**src/rtl/core/ffd_pkg.sv**
```systemverilog
// Shared types, constants and the CRC-8 step for the fixed frame deframer.
package ffd_pkg;

	// Largest number of words one frame can release.
	localparam int unsigned RESULT_LIMIT = 16;

	// Field widths
	localparam int unsigned BYTE_W  = 8;
	localparam int unsigned WORD_W  = 32;
	localparam int unsigned INDEX_W = 4;
	localparam int unsigned PW_W    = 5;
	localparam int unsigned BC_W    = 7;
	localparam int unsigned CNT_W   = 5;

	// Configuration port
	localparam int unsigned CFG_INDEX_W = 1;
	localparam int unsigned CFG_DATA_W  = 5;
	localparam logic [CFG_INDEX_W-1:0] REG_PAYLOAD_WORDS = 1'd0;
	localparam logic [CFG_INDEX_W-1:0] REG_CRC_CHECK     = 1'd1;

	// Framing bytes and CRC polynomial
	localparam logic [BYTE_W-1:0] HEAD0    = 8'hFF;
	localparam logic [BYTE_W-1:0] HEAD1    = 8'hFC;
	localparam logic [BYTE_W-1:0] TAIL0    = 8'hA1;
	localparam logic [BYTE_W-1:0] TAIL1    = 8'hA2;
	localparam logic [BYTE_W-1:0] CRC_POLY = 8'h07;

	// Frame release request from the parser to the drain unit
	typedef struct packed {
		logic             go;
		logic [CNT_W-1:0] count;
	} rel_t;

	// CRC-8, MSB first, no reflection, no final xor
	function automatic logic [BYTE_W-1:0] crc8_next(input logic [BYTE_W-1:0] crc,
	                                                input logic [BYTE_W-1:0] b);
		logic [BYTE_W-1:0] c;
		c = crc ^ b;
		for (int i = 0; i < 8; i++) begin
			if (c[BYTE_W-1]) begin
				c = {c[BYTE_W-2:0], 1'b0} ^ CRC_POLY;
			end else begin
				c = {c[BYTE_W-2:0], 1'b0};
			end
		end
		return c;
	endfunction

endpackage

```
**src/rtl/core/ffd_ram.sv**
```systemverilog
// Generic single-write, single-read synchronous RAM with registered read data.
module ffd_ram #(
	parameter int unsigned WIDTH = 32,
	parameter int unsigned DEPTH = 16
) (
	input  logic                                       clk,
	input  logic                                       we,
	input  logic [((DEPTH > 1) ? $clog2(DEPTH) : 1)-1:0] waddr,
	input  logic [WIDTH-1:0]                           wdata,
	input  logic                                       re,
	input  logic [((DEPTH > 1) ? $clog2(DEPTH) : 1)-1:0] raddr,
	output logic [WIDTH-1:0]                           rdata
);

	logic [WIDTH-1:0] mem [DEPTH];

	always_ff @(posedge clk) begin
		if (we) begin
			mem[waddr] <= wdata;
		end
		if (re) begin
			rdata <= mem[raddr];
		end
	end

endmodule

```
**src/rtl/core/ffd_parse.sv**
```systemverilog
// Frame parser: header/tail hunt, CRC-8, word assembly and payload RAM writes.
module ffd_parse #(
	parameter int unsigned DEPTH = 16
) (
	input  logic                                       clk,
	input  logic                                       arst_n,
	input  logic                                       accept,
	input  logic [ffd_pkg::BYTE_W-1:0]                 rx_byte,
	input  logic [ffd_pkg::PW_W-1:0]                   payload_words,
	input  logic                                       crc_check,
	output logic                                       wr_en,
	output logic [((DEPTH > 1) ? $clog2(DEPTH) : 1)-1:0] wr_addr,
	output logic [ffd_pkg::WORD_W-1:0]                 wr_data,
	output ffd_pkg::rel_t                              rel
);

	localparam int unsigned AW = (DEPTH > 1) ? $clog2(DEPTH) : 1;

	localparam logic [2:0] PH_HUNT0 = 3'd0;
	localparam logic [2:0] PH_HUNT1 = 3'd1;
	localparam logic [2:0] PH_DATA  = 3'd2;
	localparam logic [2:0] PH_CRC   = 3'd3;
	localparam logic [2:0] PH_TAIL0 = 3'd4;
	localparam logic [2:0] PH_TAIL1 = 3'd5;

	logic [2:0]                      phase_q, phase_d;
	logic [ffd_pkg::BC_W-1:0]        bc_q, bc_d, bc_inc;
	logic [ffd_pkg::BYTE_W-1:0]      crc_q, crc_d, crc_nx;
	logic [ffd_pkg::BYTE_W-1:0]      rcrc_q, rcrc_d;
	logic [3*ffd_pkg::BYTE_W-1:0]    asm_q;
	logic [ffd_pkg::PW_W-1:0]        eff_words;
	logic [ffd_pkg::BC_W-1:0]        end_count;
	ffd_pkg::rel_t                   rel_d;

	// Clamp the words-per-frame register to 1..DEPTH
	always_comb begin
		if (payload_words == '0) begin
			eff_words = ffd_pkg::PW_W'(1);
		end else if (payload_words > ffd_pkg::PW_W'(DEPTH)) begin
			eff_words = ffd_pkg::PW_W'(DEPTH);
		end else begin
			eff_words = payload_words;
		end
	end

	assign end_count = {eff_words, 2'b00};
	assign bc_inc    = bc_q + ffd_pkg::BC_W'(1);
	assign crc_nx    = ffd_pkg::crc8_next(crc_q, rx_byte);

	always_comb begin
		phase_d   = phase_q;
		bc_d      = bc_q;
		crc_d     = crc_q;
		rcrc_d    = rcrc_q;
		rel_d     = '0;
		wr_en     = 1'b0;
		wr_addr   = bc_q[AW+1:2];
		wr_data   = {rx_byte, asm_q};
		if (accept) begin
			unique case (phase_q)
				PH_HUNT1: begin
					if (rx_byte == ffd_pkg::HEAD1) begin
						phase_d = PH_DATA;
						bc_d    = '0;
						crc_d   = '0;
						rcrc_d  = '0;
					end else begin
						phase_d = PH_HUNT0;
					end
				end
				PH_DATA: begin
					wr_en = (bc_q[1:0] == 2'd3);
					crc_d = crc_nx;
					bc_d  = bc_inc;
					if (bc_inc >= end_count) begin
						if (crc_check) begin
							phase_d = PH_CRC;
						end else begin
							rcrc_d  = crc_nx;
							phase_d = PH_TAIL0;
						end
					end
				end
				PH_CRC: begin
					rcrc_d  = rx_byte;
					phase_d = PH_TAIL0;
				end
				PH_TAIL0: begin
					phase_d = (rx_byte == ffd_pkg::TAIL0) ? PH_TAIL1 : PH_HUNT0;
				end
				PH_TAIL1: begin
					phase_d = PH_HUNT0;
					if (rx_byte == ffd_pkg::TAIL1 && rcrc_q == crc_q) begin
						rel_d.go    = 1'b1;
						rel_d.count = bc_q[ffd_pkg::BC_W-1:2];
					end
				end
				default: begin
					phase_d = (rx_byte == ffd_pkg::HEAD0) ? PH_HUNT1 : PH_HUNT0;
				end
			endcase
		end
	end

	always_ff @(posedge clk or negedge arst_n) begin
		if (!arst_n) begin
			phase_q <= PH_HUNT0;
			bc_q    <= '0;
			crc_q   <= '0;
			rcrc_q  <= '0;
		end else begin
			phase_q <= phase_d;
			bc_q    <= bc_d;
			crc_q   <= crc_d;
			rcrc_q  <= rcrc_d;
		end
	end

	// Low three bytes of the word in progress; the fourth goes straight to RAM
	always_ff @(posedge clk) begin
		if (accept && phase_q == PH_DATA) begin
			case (bc_q[1:0])
				2'd0:    asm_q[7:0]   <= rx_byte;
				2'd1:    asm_q[15:8]  <= rx_byte;
				2'd2:    asm_q[23:16] <= rx_byte;
				default: asm_q        <= asm_q;
			endcase
		end
	end

	always_ff @(posedge clk or negedge arst_n) begin
		if (!arst_n) begin
			rel <= '0;
		end else begin
			rel <= rel_d;
		end
	end

endmodule

```
**src/rtl/core/ffd_drain.sv**
```systemverilog
// Drain unit: reads released words from the payload RAM into the output register.
module ffd_drain #(
	parameter int unsigned DEPTH = 16
) (
	input  logic                                       clk,
	input  logic                                       arst_n,
	input  ffd_pkg::rel_t                              rel,
	output logic                                       busy,
	output logic                                       rd_en,
	output logic [((DEPTH > 1) ? $clog2(DEPTH) : 1)-1:0] rd_addr,
	input  logic [ffd_pkg::WORD_W-1:0]                 rd_data,
	output logic                                       out_valid,
	input  logic                                       out_ready,
	output logic [ffd_pkg::INDEX_W-1:0]                out_index,
	output logic [ffd_pkg::WORD_W-1:0]                 out_value,
	output logic                                       out_last
);

	localparam int unsigned AW = (DEPTH > 1) ? $clog2(DEPTH) : 1;

	logic                          drain_q;
	logic [ffd_pkg::CNT_W-1:0]     idx_q, cnt_q, idx_inc;
	logic                          pend_s1, last_s1;
	logic [ffd_pkg::INDEX_W-1:0]   idx_s1;
	logic                          out_valid_q;
	logic                          issue, last_issue;

	// One read in flight at a time; it lands in an output register that is free
	assign issue      = drain_q && !pend_s1 && (!out_valid_q || out_ready);
	assign idx_inc    = idx_q + ffd_pkg::CNT_W'(1);
	assign last_issue = (idx_inc == cnt_q);
	assign rd_en      = issue;
	assign rd_addr    = idx_q[AW-1:0];
	assign busy       = drain_q;
	assign out_valid  = out_valid_q;

	always_ff @(posedge clk or negedge arst_n) begin
		if (!arst_n) begin
			drain_q     <= 1'b0;
			idx_q       <= '0;
			cnt_q       <= '0;
			pend_s1     <= 1'b0;
			out_valid_q <= 1'b0;
		end else begin
			pend_s1 <= issue;
			if (rel.go) begin
				drain_q <= 1'b1;
				idx_q   <= '0;
				cnt_q   <= rel.count;
			end else if (issue) begin
				idx_q <= idx_inc;
				if (last_issue) begin
					drain_q <= 1'b0;
				end
			end
			if (pend_s1) begin
				out_valid_q <= 1'b1;
			end else if (out_ready) begin
				out_valid_q <= 1'b0;
			end
		end
	end

	always_ff @(posedge clk) begin
		if (issue) begin
			idx_s1  <= idx_q[ffd_pkg::INDEX_W-1:0];
			last_s1 <= last_issue;
		end
		if (pend_s1) begin
			out_index <= idx_s1;
			out_value <= rd_data;
			out_last  <= last_s1;
		end
	end

endmodule

```
**src/rtl/core/fixed_frame_deframer_crc8.sv**
```systemverilog
// Top level of the fixed-length serial frame deframer with CRC-8 check.
//
// Input stream: one received serial byte per word on s_axis. The block hunts
// for header FF FC, collects payload_words 32-bit words (little endian), then
// an optional CRC-8 byte (poly 07, init 00, payload only), then tail A1 A2.
// Output stream: each word of a good frame leaves on m_axis with its index;
// tlast marks the final word. Bad or broken frames vanish without output.
// Flow: the input takes a byte whenever s_axis_tready is high. After the
// last tail byte the release request is registered and then the drain
// starts; each word passes the payload RAM's registered read and then the
// output register, and a further RAM read waits until that word has landed.
// While a frame drains, s_axis_tready is low; it rises once the last RAM
// read is issued. A stalled receiver (m_axis_tready low) simply holds the
// output word and pauses the drain. Reset clears the parser to the header
// hunt, empties the output and loads payload_words = 16, crc_check = 1. The
// payload RAM is not cleared; only words written in the current frame are
// ever read. Config (cfg_we/cfg_index/cfg_data) is to be written by the user
// only while no frame drains; the block itself does not enforce this.
module fixed_frame_deframer_crc8 #(
	parameter int unsigned MAX_WORDS = 16
) (
	input  logic                               clk,
	input  logic                               arst_n,
	// Config write port: index 0 payload_words, index 1 crc_check
	input  logic                               cfg_we,
	input  logic [ffd_pkg::CFG_INDEX_W-1:0]    cfg_index,
	input  logic [ffd_pkg::CFG_DATA_W-1:0]     cfg_data,
	// Byte stream in
	input  logic                               s_axis_tvalid,
	output logic                               s_axis_tready,
	input  logic [7:0]                         s_axis_tdata,  // [7:0] rx_byte
	// Word stream out
	output logic                               m_axis_tvalid,
	input  logic                               m_axis_tready,
	output logic [39:0]                        m_axis_tdata,  // [3:0] word_index,
	                                                          // [35:4] word_value,
	                                                          // [39:36] zero
	output logic                               m_axis_tlast   // last_word
);

	// Store depth: never more than a frame can release
	localparam int unsigned DEPTH = (MAX_WORDS < ffd_pkg::RESULT_LIMIT) ?
	                                MAX_WORDS : ffd_pkg::RESULT_LIMIT;
	localparam int unsigned AW    = (DEPTH > 1) ? $clog2(DEPTH) : 1;

	logic [ffd_pkg::PW_W-1:0]    payload_words_q;
	logic                        crc_check_q;

	logic                        accept;
	logic                        busy;
	ffd_pkg::rel_t               rel;

	logic                        wr_en;
	logic [AW-1:0]               wr_addr;
	logic [ffd_pkg::WORD_W-1:0]  wr_data;
	logic                        rd_en;
	logic [AW-1:0]               rd_addr;
	logic [ffd_pkg::WORD_W-1:0]  rd_data;

	logic [ffd_pkg::INDEX_W-1:0] out_index;
	logic [ffd_pkg::WORD_W-1:0]  out_value;

	// Config registers
	always_ff @(posedge clk or negedge arst_n) begin
		if (!arst_n) begin
			payload_words_q <= ffd_pkg::PW_W'(16);
			crc_check_q     <= 1'b1;
		end else if (cfg_we) begin
			unique case (cfg_index)
				ffd_pkg::REG_PAYLOAD_WORDS: payload_words_q <= cfg_data;
				ffd_pkg::REG_CRC_CHECK:     crc_check_q     <= cfg_data[0];
				default:                    crc_check_q     <= crc_check_q;
			endcase
		end
	end

	// Input is held off only while a released frame is still being read out
	assign s_axis_tready = !busy;
	assign accept        = s_axis_tvalid && s_axis_tready;

	ffd_parse #(
		.DEPTH(DEPTH)
	) u_parse (
		.clk           (clk),
		.arst_n        (arst_n),
		.accept        (accept),
		.rx_byte       (s_axis_tdata),
		.payload_words (payload_words_q),
		.crc_check     (crc_check_q),
		.wr_en         (wr_en),
		.wr_addr       (wr_addr),
		.wr_data       (wr_data),
		.rel           (rel)
	);

	// Payload store: one 32-bit entry per word of the frame
	ffd_ram #(
		.WIDTH(ffd_pkg::WORD_W),
		.DEPTH(DEPTH)
	) u_store (
		.clk   (clk),
		.we    (wr_en),
		.waddr (wr_addr),
		.wdata (wr_data),
		.re    (rd_en),
		.raddr (rd_addr),
		.rdata (rd_data)
	);

	ffd_drain #(
		.DEPTH(DEPTH)
	) u_drain (
		.clk       (clk),
		.arst_n    (arst_n),
		.rel       (rel),
		.busy      (busy),
		.rd_en     (rd_en),
		.rd_addr   (rd_addr),
		.rd_data   (rd_data),
		.out_valid (m_axis_tvalid),
		.out_ready (m_axis_tready),
		.out_index (out_index),
		.out_value (out_value),
		.out_last  (m_axis_tlast)
	);

	assign m_axis_tdata = {4'b0000, out_value, out_index};

endmodule
```
**config.mk**
```make
export PLATFORM = sky130hd
export DESIGN_NAME = fixed_frame_deframer_crc8
export DESIGN_NICKNAME = d
export VERILOG_FILES = /design/src/rtl/core/ffd_pkg.sv /design/src/rtl/core/ffd_ram.sv /design/src/rtl/core/ffd_parse.sv /design/src/rtl/core/ffd_drain.sv /design/src/rtl/core/fixed_frame_deframer_crc8.sv
export SDC_FILE = /design/constraint.sdc
export NUM_CORES = 1
export LEC_CHECK = 0
export ABC_AREA = 1
export BUFFER_PORTS_ARGS = -buffer_cell sky130_fd_sc_hd__clkbuf_2
export CAP_MARGIN = 30
export CORE_ASPECT_RATIO = 0.7
export CORE_MARGIN = 4
export CORE_UTILIZATION = 45
export DETAILED_ROUTE_END_ITERATION = 8
export GPL_ROUTABILITY_DRIVEN = 0
export PLACE_DENSITY_LB_ADDON = 0.2
export SYNTH_ARGS = -nofsm -noshare
export SYNTH_HDL_FRONTEND = slang
export SYNTH_SLANG_ARGS = --single-unit
export TNS_END_PERCENT = 5
```
**constraint.sdc**
```tcl
create_clock -name clk -period 4.9 [get_ports clk]
set_input_delay 0.735 -clock clk [delete_from_list [all_inputs] [get_ports clk]]
set_output_delay 0.735 -clock clk [all_outputs]
set_load 0.1 [all_outputs]
```
======== Word-level counts from Yosys, hierarchy flattened ========
Memories as Yosys holds them, arrays and structs flattened. A register that Yosys moved wholly into a read port is not among the register bits.
Cells that the tools add are included.
word-level totals
  input bits .............................. 19
  output and inout bits ................... 43
  ROM bits ................................ 0
  memory bits (writable) .................. 512
  word-level logic and storage cells ...... 115
  memories ................................ 1
  bits in latches ......................... 0
  bits in registers ....................... 117
cells by class
  multiply operators ...................... 0
  multiplexer cells ....................... 37
  reductions and logical operators ........ 25
  shift operators ......................... 0
  add/subtract/negate cells ............... 2
  order comparisons ....................... 2
  bitwise gates (word level) .............. 10
  div/mod/pow operators ................... 0
  equal/unequal tests ..................... 17
memory list
  memory       depth  width  read ports  clocked after memory_dff  wr ports  RTL line       RTL
  u_store.mem  16     32     1           1                         1         ffd_ram.sv:15  logic [WIDTH-1:0] mem [DEPTH];
operators by type and width
  operator             count
  $mux 3               11
  $eq 8x8->1 const B   4
  $mux 8               3
  $not 3->3            8
  $pmux 8 s3           1
  $mux 5               4
  $mux 6               3
  $pmux 8 s2           1
  $pmux 3 s5           1
  $pmux 7 s2           1
  $reduce_and 2->1     7
  $mux 1               10
  $eq 8x8->1           1
  $reduce_bool 2->1    4
  $xor 8x8->8          1
  $add 7x1->7 const B  1
  $ge 7x7->1           1
  $mux 7               1
  $eq 3x2->1 const B   2
  $eq 3x3->1 const B   2
  $add 5x1->5 const B  1
  $eq 5x5->1           1
  $gt 5x5->1 const B   1
  $logic_and 1x1->1    5
  14 further kinds     18

======== Depth between registers and ports, before layout ========
Gate-level depths: netlist (run 1).
  word-level depth ........................ 20
  gate-level depth with buffers ........... 14
  depth with buffers taken out ............ 14

======== Cells and area by module ========
From an unflattened synthesis (run 1), not the netlist that was laid out.
unflattened totals
  cells, all modules ...................... 2637
  area, all modules ....................... 28287.1 µm²
by module, submodules not included
  module                     seq. area each (µm²)  instances  area each (µm²)  cells an instance
  ffd_ram                    16335.7               1          23050.9          2120
  ffd_parse                  1521.5                1          2990.4           348
  ffd_drain                  1586.5                1          1943.1           133
  fixed_frame_deframer_crc8  152.6                 1          302.8            36

======== Worst setup path after synthesis (run 1) ========
OpenSTA, ideal clock, no wires.
  path type ............................... reg2reg
  start point ............................. register u_drain.drain_q (netlist: u_drain.busy)
  end point ............................... memory u_store.mem[10][0] (enable)
  setup slack ............................. 1.393 ns
  library setup time ...................... 0.421 ns
  path buffers ............................ 0
  clock period less this slack ............ 3.507 ns
  cell stages (with the launch flop) ...... 8
  required time ........................... 4.479 ns
  data arrival time ....................... 3.086 ns
  cell sequence ........................... dfrtp_1 > inv_1 > nand2_1 > nor2_4 > inv_4 > nor2_8 > nand3_2 > nor2_1
on the way
  longest elaborated chain between the ends .. 5
RTL lines
  what                          RTL line                         RTL
  from (decl)                   ffd_drain.sv:21                  logic drain_q;
  from (signal assigned)        ffd_drain.sv:39                  drain_q <= 1'b0;
  from (signal assigned)        ffd_drain.sv:47                  drain_q <= 1'b1;
  from (signal assigned)        ffd_drain.sv:53                  drain_q <= 1'b0;
  $logic_not 1->1               fixed_frame_deframer_crc8.sv:78  assign s_axis_tready = !busy;
  named net s_axis_tready       fixed_frame_deframer_crc8.sv:30  output logic s_axis_tready,
  $logic_and 1x1->1             fixed_frame_deframer_crc8.sv:79  assign accept = s_axis_tvalid && s_axis_tready;
  $mux 1                        ffd_parse.sv:59                  if (accept) begin
  $mux 1                        ffd_ram.sv:18                    if (we) begin
  $mux 1 (implied by the code)  ffd_ram.sv:19                    mem[waddr] <= wdata;
  to (decl)                     ffd_ram.sv:15
The timed path passes the listed nets, and every way through them passes these cells.

==> results of run 1 <==
metrics by stage:
step / std cells / total power [mW] / cell area [sq um] / hold slack [ns] / setup slack (ns)
CTS: 2888 / 17.7 / 29600 / 0.239 / 2.05
floorplan: 2040 / 11.4 / 26300 / 0.400 / 1.39
global placement: 2756 / 13.0 / 27200 / 0.400 / 1.91
detailed placement: 2773 / 13.1 / 27700 / 0.405 / 1.99
global route: 2890 / 18.5 / 29600 / 0.297 / 1.85
finish: 2891 / 17.6 / 29600 / 0.236 / 2.06
worst max-delay path by stage:
stage	slack (ns)	end	cells after the start
after floorplan	1.39	u_store.mem[10][0]$_DFFE_PP_	7
after global placement	1.91	u_store.mem[4][0]$_DFFE_PP_	7
after detailed placement	1.99	u_store.mem[9][2]$_DFFE_PP_	7
after CTS	2.05	u_store.mem[9][5]$_DFFE_PP_	9
after global routing	1.85	u_store.rdata[18]$_DFFE_PP_	8
final	2.06	u_store.rdata[29]$_DFFE_PP_	5
sequential cells by signal, indices dropped and copies added (netlist names), 4 cells and up:
register,count
u_drain.out_index,4
u_drain.idx_s1,4
u_parse.crc_q,8
u_drain.out_value,32
u_parse.bc_q,7
u_drain.idx_q,5
u_parse.rel,6
u_drain.cnt_q,5
u_store.rdata,32
u_parse.rcrc_q,8
payload_words_q,5
u_parse.asm_q,24
u_store.mem,512
worst register-to-register path, cell delays in order (launching register included):
cell	delay [ns]
dfrtp_4	0.84
buf_12	0.55
o21ai_0	0.58
o211ai_1	0.21
nand3_1	0.29
nand2_1	0.21
routing by layer:
layer	global-route usage, %	vias to the layer above	routed length [um]
met5	0	-	13
met4	5.67	2	1580
met3	3.55	97	4350
met2	31.4	569	28700
met1	30.9	8008	29500
li1	-	7440	-
cell type report:
| type | instances | area share [%] |
|---|---|---|
| flip-flops and latches | 661 | 66.2 |
| multi-input cells | 1201 | 20.0 |
| clock buffers | 78 | 5.57 |
| repair buffers | 98 | 3.23 |
| well taps | 750 | 3.17 |
| clock inverters | 37 | 0.954 |
| inverters | 65 | 0.857 |
| diodes | 1 | 0.00844 |
power breakdown:
| part | leakage (nW) | internal (mW) | switching (mW) |
|---|---|---|---|
| combinational | 2.96 | 1.41 | 4.34 |
| clock | 0.960 | 2.59 | 2.05 |
| sequential | 6.17 | 6.78 | 0.421 |
| total | 10.1 | 10.8 | 6.81 |
placed cells by master (no fill, tap or decap), types with 8 or more instances in the layout:
cell type	count
clkbuf_16	62
o21ai_1	61
nand3_1	55
nand2_1	184
nor2_4	18
ha_1	10
nor2_1	423
edfxtp_1	610
xor2_1	11
a21oi_1	13
buf_16	13
xnor2_1	8
clkinv_1	13
o21ai_0	254
o211ai_1	128
clkbuf_1	12
buf_4	19
clkinv_2	16
buf_12	8
dfrtp_1	44
inv_1	58
clkbuf_2	57
cell families (layout without fill, tap and decap cells):
family	count (synthesis)	after routing
AOI/OAI and AO/OA	464	464
xor gates and xnor gates	19	19
adders and majority gates	10	10
buffers and inverters	178	278
DFF	661	661
muxes	3	3
other	1	5
and+or+nand+nor	701	701
==> results.md, run 1 <==
* Most common library cells after synthesis: 610 x edfxtp_1, 440 x nor2_1, 254 x o21ai_0
* Sequential share of the synthesized area at 74.7%
* Final WL at 64200 um
* Mapped Area at 26200 sq um
* Register area at 19600 sq um
* Worst R2R Start: u_drain.idx_q[0]$_DFFE_PN0P_
* Critical Path AT at 3.28 ns
* Rows at 73
* Adder-Cell Fraction of Synth Area at 0.477%
* Final setup violation count at 0
* Post-synthesis average cell area at 12.9 sq um
* Req. time, crit path at 5.35 ns
* Post-Synth XOR/XNOR Area at 0.634%
* Hold-fix buffers, CTS at 0
* Routed via count at 16100
* CP Launch Type: register
* Top_reg_cell synth: edfxtp_1
* Initial antenna violation count at 2
* Period minus WS final at 2.84 ns
* Library cells used by synthesis at 41
* Max Root-Sink Buffers at 3
* Max-capacitance violation count at 0
* Post-CTS sizing at 0
* Power per cell area at 594 nW/um^2
* Critical path buffers and inverters at 1
* Drt initial violations at 1733
* Post-Synthesis Cells at 2037
* Post-DRT Antenna Nets at 0
* Vias/cell at 5.57
* Drt first pass iters at 5
* Top cells by area, synth: edfxtp_1 70%, nor2_1 6.3%, o21ai_0 4.8%, dfrtp_1 4.7%, o211ai_1 3.7%
* Area of the multi-input gates at 5940 sq um
* Residual DRC at 0
* Top cell type's share of synthesized area at 69.8%
* Worst hold path type: input pin to async pin
* Clock transition at path regs at 0.06 ns
* Initial core utilization at 45.8%
* Slew Limit Fails at 0
* Reg2reg path depth at 5
* Gr usage total at 20.6%
* Largest family of logic cells by synthesized area: simple AND/OR/NAND/NOR gates
* Final Hold Viols at 0
* I/O pin count at 62
* Crit path kind: register to register
* R2r endpoint: u_store.rdata[29]$_DFFE_PP_
* Synth async-reset ratio at 7.72%
* Number of flops mapped to enable cells by yosys at 610
* Tcrit/Tclk final at 57.9%
* Vias in the first global route at 15400
* Core area at 57300 sq um
* Status: completed
* Layout Nets at 2117
* Detailed placer's ending HPWL at 37800 um
* Compound-gate portion of the synthesized area at 10.1%
* Die W at 297 um
* Crit path largest cell delay at 0.84 ns
* Post-synthesis mux area share at 0.129%
* Worst-path cell chain: buf_12 -> o21ai_0 -> o211ai_1 -> nand3_1 -> nand2_1
* Setup Skew at 0.0248 ns
* Synth warn at 0
* Reg2Reg Setup Slack at 2.06 ns
* Worst setup startpoint: u_drain.idx_q[0]$_DFFE_PN0P_
* Seq cells post-synth at 661
* Grt total ovfl at 0
* CTS buffer count at 61
* Top Family by Delay on Critical Path: flip-flops
* Fmax at 353 MHz
* Htree depth at 2
* Die Y at 210 um
* CTS tree: done
* CTS sink count at 661
* Postcts setup bufs at 0
* Total negative setup slack at 0 ns
* Worst-skew pair later-pin latency at 0.62 ns
* Simple-Gate Fraction of Synth Area at 10.7%
* VDD IR-drop max at 482 uV
* Crit path max fanout at 199
* RSZ-0062 raised after global routing: false
* Slowest cell on crit path: dfrtp_4
* First-pass GRT wire length at 97300 um
* WL/cell at 22.2 um
* Leak pwr at 10.1 nW
* Util after Layout at 51.7%
* Slew @ Worst Pin at 1.02 ns
* DIE AREA at 62300 sq um
* Layout cells sized above 1 at 10.9%
* Area leader, netlist: edfxtp_1
* Max_slew headroom at 32.2%
* CTS root buf: clkbuf_16
* Filler Cell Count at 4765
* Worst setup EP type: register
* Pin count of the biggest net entering global routing at 200
* P&R area growth vs syn at 12.9%
* I/O Buffers at 57
* Most frequent cell after synthesis: edfxtp_1
(Power assumes the default switching activity.)
==> run 2: changes to the inputs <==
Clock period 4.9 ns to 2.4 ns, I/O delays scaled along.
==> results.md, run 2 (synthesis gave the netlist of run 1 again) <==
* Max-capacitance violation count at 0 (unchanged)
* Initial core utilization at 45.8% (unchanged)
* CTS root buf: clkbuf_16
* Req. time, crit path at 2.91 ns (-2.44 ns)
* Worst-skew pair later-pin latency at 0.64 ns (+0.02 ns)
* Htree depth at 2 (unchanged)
* Worst hold path type: input pin to register
* Power per cell area at 1220 nW/um^2 (+110%)
* Die Y at 210 um (unchanged)
* Max Root-Sink Buffers at 3 (unchanged)
* Worst setup EP type: register
* I/O Buffers at 57 (unchanged)
* Initial antenna violation count at 0 (-2)
* Rows at 73 (unchanged)
* Final WL at 64400 um (+0.35%)
* Top reg by flops: u_store.mem
* Grt total ovfl at 0 (unchanged)
* Pin count of the biggest net entering global routing at 64 (-68%)
* Clock transition at path regs at 0.07 ns (about the same)
* Layout cells sized above 1 at 14.1% (+3.2 points)
* Final setup violation count at 0 (unchanged)
* Reg2Reg Setup Slack at 0.12 ns (-1.94 ns)
* Detailed placer's ending HPWL at 39000 um (+3.3%)
* Drt initial violations at 1609 (-7.2%)
* Core area at 57300 sq um (unchanged)
* WL/cell at 21.7 um (-2.2%)
* Status: completed
* Final Hold Viols at 0 (unchanged)
* Leak pwr at 10.5 nW (+4.2%)
* Commonest non-fill, non-tap cell in the layout: edfxtp_1
* Drt first pass iters at 5 (unchanged)
* Largest register FFs at 512 (unchanged)
* Setup Skew at 0.0237 ns (-0.00104 ns)
* Residual DRC at 0 (unchanged)
* Ant. Diodes at 0 (-1)
* CTS tree: done
* CTS buffer count at 60 (-1.6%)
* Tcrit/Tclk final at 95.0% (+37 points)
* VDD IR-drop max at 845 uV (+75%)
* Most frequent cells in the layout: 610 x edfxtp_1, 421 x nor2_1, 254 x o21ai_0
* CTS sink count at 661 (unchanged)
* Final worst setup slack at 0.120 ns (-1.94 ns)
* I/O pin count at 62 (unchanged)
* Layout Nets at 2197 (+3.8%)
* Total power at 37.1 mW (+110%)
* Critical Path AT at 2.79 ns (-0.49 ns)
* Crit path kind: register to register
* Slew Limit Fails at 0 (unchanged)
* Vias in the first global route at 15600 (+0.85%)
* Routed via count at 16200 (+0.74%)
* DIE AREA at 62300 sq um (unchanged)
* Biggest regs: u_store.mem (512), u_drain.out_value (32), u_store.rdata (32)
* Period minus WS final at 2.28 ns (-0.557 ns)
* Gr usage total at 20.6% (about the same)
* CP Launch Type: register
* Dpl ws at 0.0544 ns (-1.94 ns)
* Post-DRT Antenna Nets at 0 (unchanged)
* Fmax at 439 MHz (+24%)
* Die W at 297 um (unchanged)
* Crit path max fanout at 6 (-97%)
* Max_slew headroom at 45.6% (+13 points)
* P&R area growth vs syn at 16.2%
* Slew @ Worst Pin at 0.816 ns (-0.202 ns)
* First-pass GRT wire length at 97800 um (+0.60%)
* Vias/cell at 5.47 (-1.8%)
[run 2: cell types whose count changed in the layout (fill, tap and decap cells not counted), sizes merged]
cell | previous run | this run
buf | 41 | 113
bufinv | 4 | 9
clkbuf | 135 | 127
clkinvlp | 1 | 2
diode | 1 | 0
dlygate4sd3 | 0 | 8
inv | 67 | 65
[run 2: layout make-up]
cell class                 count  area, sq um
clock inverter                40          447
clock buffer                  70         1540
timing repair buffer         178         1690
fill                        4800        26800
multi-input combinational   1201         6000
inverter                      65          263
sequential                   661        19600
tap                          750          938
timing repair inverter         1         5.00
[run 2: layer usage]
metal / wire length (um) / track usage (%)
met5: 0 / 0
met4: 1130 / 4.47
met3: 3650 / 3.15
met2: 29500 / 31.9
met1: 30200 / 31.1
[run 2: final timing paths]
kind / from / to / cells after the start
min in group asynchronous: arst_n / u_parse.crc_q[0]$_DFFE_PN0P_ / 3
worst max-delay path: payload_words_q[1]$_DFFE_PN0P_ / u_parse.rcrc_q[1]$_DFFE_PN0P_ / 12
worst min-delay path: s_axis_tdata[6] / u_parse.asm_q[22]$_DFFE_PP_ / 1
max in group asynchronous: arst_n / u_drain.idx_q[0]$_DFFE_PN0P_ / 3
worst min register to register: u_store.rdata[15]$_DFFE_PP_ / u_drain.out_value[15]$_DFFE_PP_ / 0
worst max register to register: payload_words_q[1]$_DFFE_PN0P_ / u_parse.rcrc_q[1]$_DFFE_PN0P_ / 12
[run 2: worst max-delay path: stages, from the launching register on]
cell and delay [ns]:
dfrtp_1 0.40, or4_4 0.55, nand2_2 0.10, nand2_1 0.06, ha_1 0.29, nand2_1 0.05
nor2_1 0.09, nand3_1 0.08, nand4_1 0.13, nand2_4 0.11, buf_4 0.15, nor2_1 0.09
a21oi_1 0.07
[run 2: where the power goes]
group / internal, mW / switching (mW)
Clock: 5.56 / 4.19
Combinational: 3.61 / 9.33
Sequential: 13.8 / 0.611
[run 2: per-stage QoR]
stage	std cells	utilization [%]	TNS [ns]	hold WS, ns	instance area (sq um)
6_report	2966	53.2	0	0.0635	30500
5_1_grt	2966	53.2	-0.0914	0.0232	30500
4_1_cts	2961	53.1	0	0.0215	30400
3_5_place_dp	2843	49.5	0	0.374	28300
3_3_place_gp	2843	49.5	0	0.372	28300
2_1_floorplan	2040	-	-0.359	0.0644	26400
[run 2: timing repair]
action | 4_1_cts | 5_1_grt
hold buffers | 8 | 0
setup endpoints to repair | 0 | 10
resized for setup | 0 | 12
buffers inserted | 0 | 4
endpoints found under the hold margin | 57 | 0
